File: src/design/hlt_pkg.sv
// ----------------------------------------------------------------------------
// hlt_pkg
// Shared types and constants for the handle lifetime tracker.
// ----------------------------------------------------------------------------
package hlt_pkg;

    localparam int ENTRIES_DEF = 64;

    localparam int KIND_W    = 2;
    localparam int HANDLE_W  = 64;
    localparam int TYPE_W    = 32;
    localparam int FAIL_W    = 2;
    localparam int CNT_OUT_W = 7;

    // input stream: handle, object_type in tdata; kind in tuser
    localparam int S_TDATA_W = HANDLE_W + TYPE_W;
    localparam int S_TUSER_W = KIND_W;

    // output stream: ok, last_failure, reconciled, used_count, destroyed_count
    localparam int M_FIELD_W = 1 + FAIL_W + 1 + CNT_OUT_W + CNT_OUT_W;
    localparam int M_TDATA_W = ((M_FIELD_W + 7) / 8) * 8;

    localparam logic [KIND_W-1:0] KIND_CREATE  = 2'd0;
    localparam logic [KIND_W-1:0] KIND_DESTROY = 2'd1;
    localparam logic [KIND_W-1:0] KIND_QUERY   = 2'd2;

    localparam logic [FAIL_W-1:0] FAIL_NONE            = 2'd0;
    localparam logic [FAIL_W-1:0] FAIL_DOUBLE_CREATE   = 2'd1;
    localparam logic [FAIL_W-1:0] FAIL_KIND_MISMATCH   = 2'd2;
    localparam logic [FAIL_W-1:0] FAIL_DESTROY_UNKNOWN = 2'd3;

    typedef enum logic [1:0] {
        ST_IDLE,
        ST_SCAN,
        ST_COMMIT
    } t_state;

    // controller -> datapath
    typedef struct packed {
        logic load;     // latch the accepted input transaction
        logic issue;    // read the next table entry
        logic commit;   // apply the operation and load the result register
    } t_cmd;

    // datapath -> controller
    typedef struct packed {
        logic skip;        // no table scan needed
        logic issue_done;  // all used entries have been read
        logic cmp_pend;    // a read is still in the compare stage
        logic found;       // live match found
        logic out_free;    // result register can take a new result
    } t_status;

endpackage

File: src/design/hlt_ctrl.sv
// ----------------------------------------------------------------------------
// hlt_ctrl
// Sequencer: accept, scan the table, commit the operation.
// ----------------------------------------------------------------------------
module hlt_ctrl (
    input  logic             i_clk,
    input  logic             i_rst_n,
    input  logic             i_s_axis_tvalid,
    output logic             o_s_axis_tready,
    input  hlt_pkg::t_status i_status,
    output hlt_pkg::t_cmd    o_cmd
);
    import hlt_pkg::*;

    t_state r_state;
    t_state n_state;

    always_ff @(posedge i_clk) begin
        if (!i_rst_n) begin
            r_state <= ST_IDLE;
        end else begin
            r_state <= n_state;
        end
    end

    always_comb begin
        n_state         = r_state;
        o_cmd           = '0;
        o_s_axis_tready = 1'b0;
        unique case (r_state)
            ST_IDLE: begin
                o_s_axis_tready = 1'b1;
                if (i_s_axis_tvalid) begin
                    o_cmd.load = 1'b1;
                    n_state    = ST_SCAN;
                end
            end
            ST_SCAN: begin
                o_cmd.issue = !i_status.skip && !i_status.issue_done && !i_status.found;
                if (i_status.skip || i_status.found ||
                    (i_status.issue_done && !i_status.cmp_pend)) begin
                    n_state = ST_COMMIT;
                end
            end
            ST_COMMIT: begin
                if (i_status.out_free) begin
                    o_cmd.commit = 1'b1;
                    n_state      = ST_IDLE;
                end
            end
            default: begin
                n_state = ST_IDLE;
            end
        endcase
    end

endmodule

File: config.mk
export PLATFORM = sky130hd
export DESIGN_NAME = hlt_ctrl
export DESIGN_NICKNAME = d
export VERILOG_FILES = /design/src/design/hlt_pkg.sv /design/src/design/hlt_ctrl.sv
export SDC_FILE = /design/constraint.sdc
export NUM_CORES = 1
export LEC_CHECK = 0
export BUFFER_PORTS_ARGS = -buffer_cell sky130_fd_sc_hd__buf_2
export CAP_MARGIN = 5
export CORE_AREA = 5 5 42 44
export CTS_CLUSTER_DIAMETER = 60
export DETAILED_ROUTE_END_ITERATION = 10
export DIE_AREA = 0 0 47 49
export SLEW_MARGIN = 20
export SYNTH_ARGS = -nofsm -noshare
export SYNTH_HDL_FRONTEND = slang
export SYNTH_SLANG_ARGS = --single-unit
export TNS_END_PERCENT = 50
File: constraint.sdc
create_clock -name i_clk -period 1.9 [get_ports i_clk]
set_clock_uncertainty 0.15 [all_clocks]
set_input_delay 0.095 -clock i_clk [delete_from_list [all_inputs] [get_ports i_clk]]
set_output_delay 0.095 -clock i_clk [all_outputs]
set_load 0.02 [all_outputs]
==> flow_summary.ini <==
[clocking]
cts-resized-gates = 0
cts_made_buffers = 3
cts.reportedPaths.clkPinSlew_ns = 0.03
h-tree-depth = 1
cts.sinks = 2
cts.path.max_buffers = 2
ctsHoldBuffers = 1
post_cts_buffers = 0
clockRootBuffer = clkbuf_4
cts_tree = built
clk_latency_ns = 0.23

[worst_setup_path]
reg2reg_depth = 2
cp_data_arrival_time_ns = 1.25
r2r-start = r_state[0]
critPathMaxFanout = 6
r2r-end = r_state[1]
cp.required_ns = 1.65
critPathLaunchType = register
end_kind = output port
crit_type = reg -> out
r2r_slack_ns = 0.72

[layout]
n_antenna_cell = 0
finalNetCount = 41
area_delta_synth_final_pct = 83.49
fill_cells = 168
top_regs = r_state: 2 flops
drive_gt1_share_pct = 51.61
largest_register_ffs = 2
regMostFlops = r_state

[route]
via_per_inst = 3.681
via_count = 173
drtPass1Iterations = 4
final_antenna_net_count = 0
drt_iter0_drc = 5
wire_per_inst_um = 8.766
wl_um = 412
drc = 0

[sta]
fin_crit_ns = 1.493
fmax_mhz = 669.9
finalSetupViolations = 0
rsz0062_at_grt = no
finalCritPeriodShare_pct = 78.57
whs_ns = 0.01517
tightest_slew_ns = 0.3173
finalHoldViolations = 0
maxSlewHeadroom_pct = 78.72
final-max-slew-violation-count = 0
tns_ns = 0

[synth]
postSynthAreaPerCell_um2 = 8.055
yosysWarningCount = 0
synth_top_area_share_pct = 31.07
syn_nets = 24
synth_top_family_by_area = simple AND/OR/NAND/NOR gates
muxShareOfSynthArea_pct = 0
post_synth_and_or_nand_nor_area_fraction_pct = 44.66
synth_compound_area_share_pct = 18.45
synth-xor-area-share_pct = 0
synthAdderAreaFrac_pct = 0
synth.area.top_cells = dfxtp_1 31%, and3b_2 7.8%, or4b_1 7.8%
synth-seq-cells = 2
synth_top_area_cell = dfxtp_1
synth_cells = 16
ys_seq_area_share_pct = 31.07
mappedNetlistArea_um2 = 128.9
synth.distinct_cells = 13

[floorplanning]
core_um2 = 1401
die_w_um = 47
boundaryPins = 12
die_h_um = 49
dieArea_um2 = 2303
row_count = 14
initial_utilization_pct = 9.196

[pwr]
p_clk_share_pct = 52.9
p_sw_share_pct = 26.81
p_comb_share_pct = 20.1
p_leak_nw = 0.1181
pwr-share-seq_pct = 27.0
ir_worst_vdd_mv = 0.1723
p_int_mw = 0.1334
p_per_area_nw_per_um2 = 770.7
p_switching_mw = 0.04886

[global_routing]
grt_pass1_vias = 190
grt_usage_pct = 5.204
grt_pass1_wl_um = 724
grt_antenna_before_repair = 0
grt_remaining_overflow = 0
grt_start_max_net_pins = 7

[hold_path]
worstHoldStart = i_status[0]
hold_path_class = in -> reg
whs_path_depth = 3
hold_end = r_state[1]

[placed_design]
port_buffers = 11
hpwlAfterDp_um = 311.9
place_congestion = 0.7211

[job]
drv_cap = 0

[run_status]
status = complete, no violations
worst max path at each step:
stage	to	startpoint	cells after the start	slack [ns]
finish	o_cmd[1]	r_state[0]	3	0.41
global route	o_cmd[1]	r_state[0]	3	0.18
CTS	o_cmd[1]	r_state[0]	3	0.40
detailed placement	o_cmd[1]	r_state[0]	3	0.66
global placement	o_cmd[1]	r_state[0]	3	0.66
floorplan	o_cmd[1]	r_state[0]	2	0.42
area by class of cell:
type	count	area (um2)	area share (%)
tap	16	20.02	8.466
multi-input combinational	12	81.33	34.39
clock buffer	3	22.52	9.524
timing repair buffer	12	65.06	27.51
inverter	2	7.507	3.175
sequential	2	40.04	16.93
cells in the mapped netlist, drive strengths merged:
cell	n
a211oi	1
or2b	1
nand2	1
nor4	1
o31ai	1
nor2b	1
dfxtp	2
a31o	1
and2	1
and3b	1
nor2	2
inv	2
or4b	1
power groups by stage:
stage | clock network, mW | registers (mW) | logic (mW)
finish | 0.0965 | 0.0492 | 0.0366
global route | 0.103 | 0.0503 | 0.0409
CTS | 0.102 | 0.0493 | 0.0369
detailed placement | 0 | 0.0499 | 0.0353
global placement | 0 | 0.0498 | 0.0349
floorplan | 0 | 0.0485 | 0.0203
kinds of logic after synthesis:
| group | Yosys count |
|---|---|
| buf+inv | 2 |
| compound gates | 3 |
| flops | 2 |
| simple gates | 9 |
worst max-delay path, cell delays in order (launching register included):
cell and delay, ns:
dfxtp_1 0.39, or2b_1 0.26, nor4_1 0.16, buf_2 0.21
per-stage QoR:
step	utilization (%)	worst slack (ns)	cells	area, um2	power (mW)
after floorplan	-	0.4238	16	128.9	0.06880
after global placement	14.55	0.6562	43	203.9	0.08472
after detailed placement	14.55	0.6557	43	203.9	0.08514
after CTS	16.88	0.4045	47	236.5	0.1879
after global routing	16.88	0.1841	47	236.5	0.1940
final	16.88	0.4072	47	236.5	0.1822
cell usage in the layout, fill, tap and decap left out, types with 2 or more instances in the layout:
cell      count
inv_1         2
nor2_1        2
buf_2        11
clkbuf_4      3
dfxtp_1       2
metal layers:
| metal | GRT usage [%] | wire [um] | share of wire, % |
|---|---|---|---|
| met1 | 4.595 | 162 | 39 |
| met2 | 6.109 | 155 | 38 |
| met3 | 1.845 | 71 | 17 |
| met4 | 9.677 | 23 | 5.6 |
| met5 | 0 | 0 | 0 |
Power figures use the tool's default switching activity.
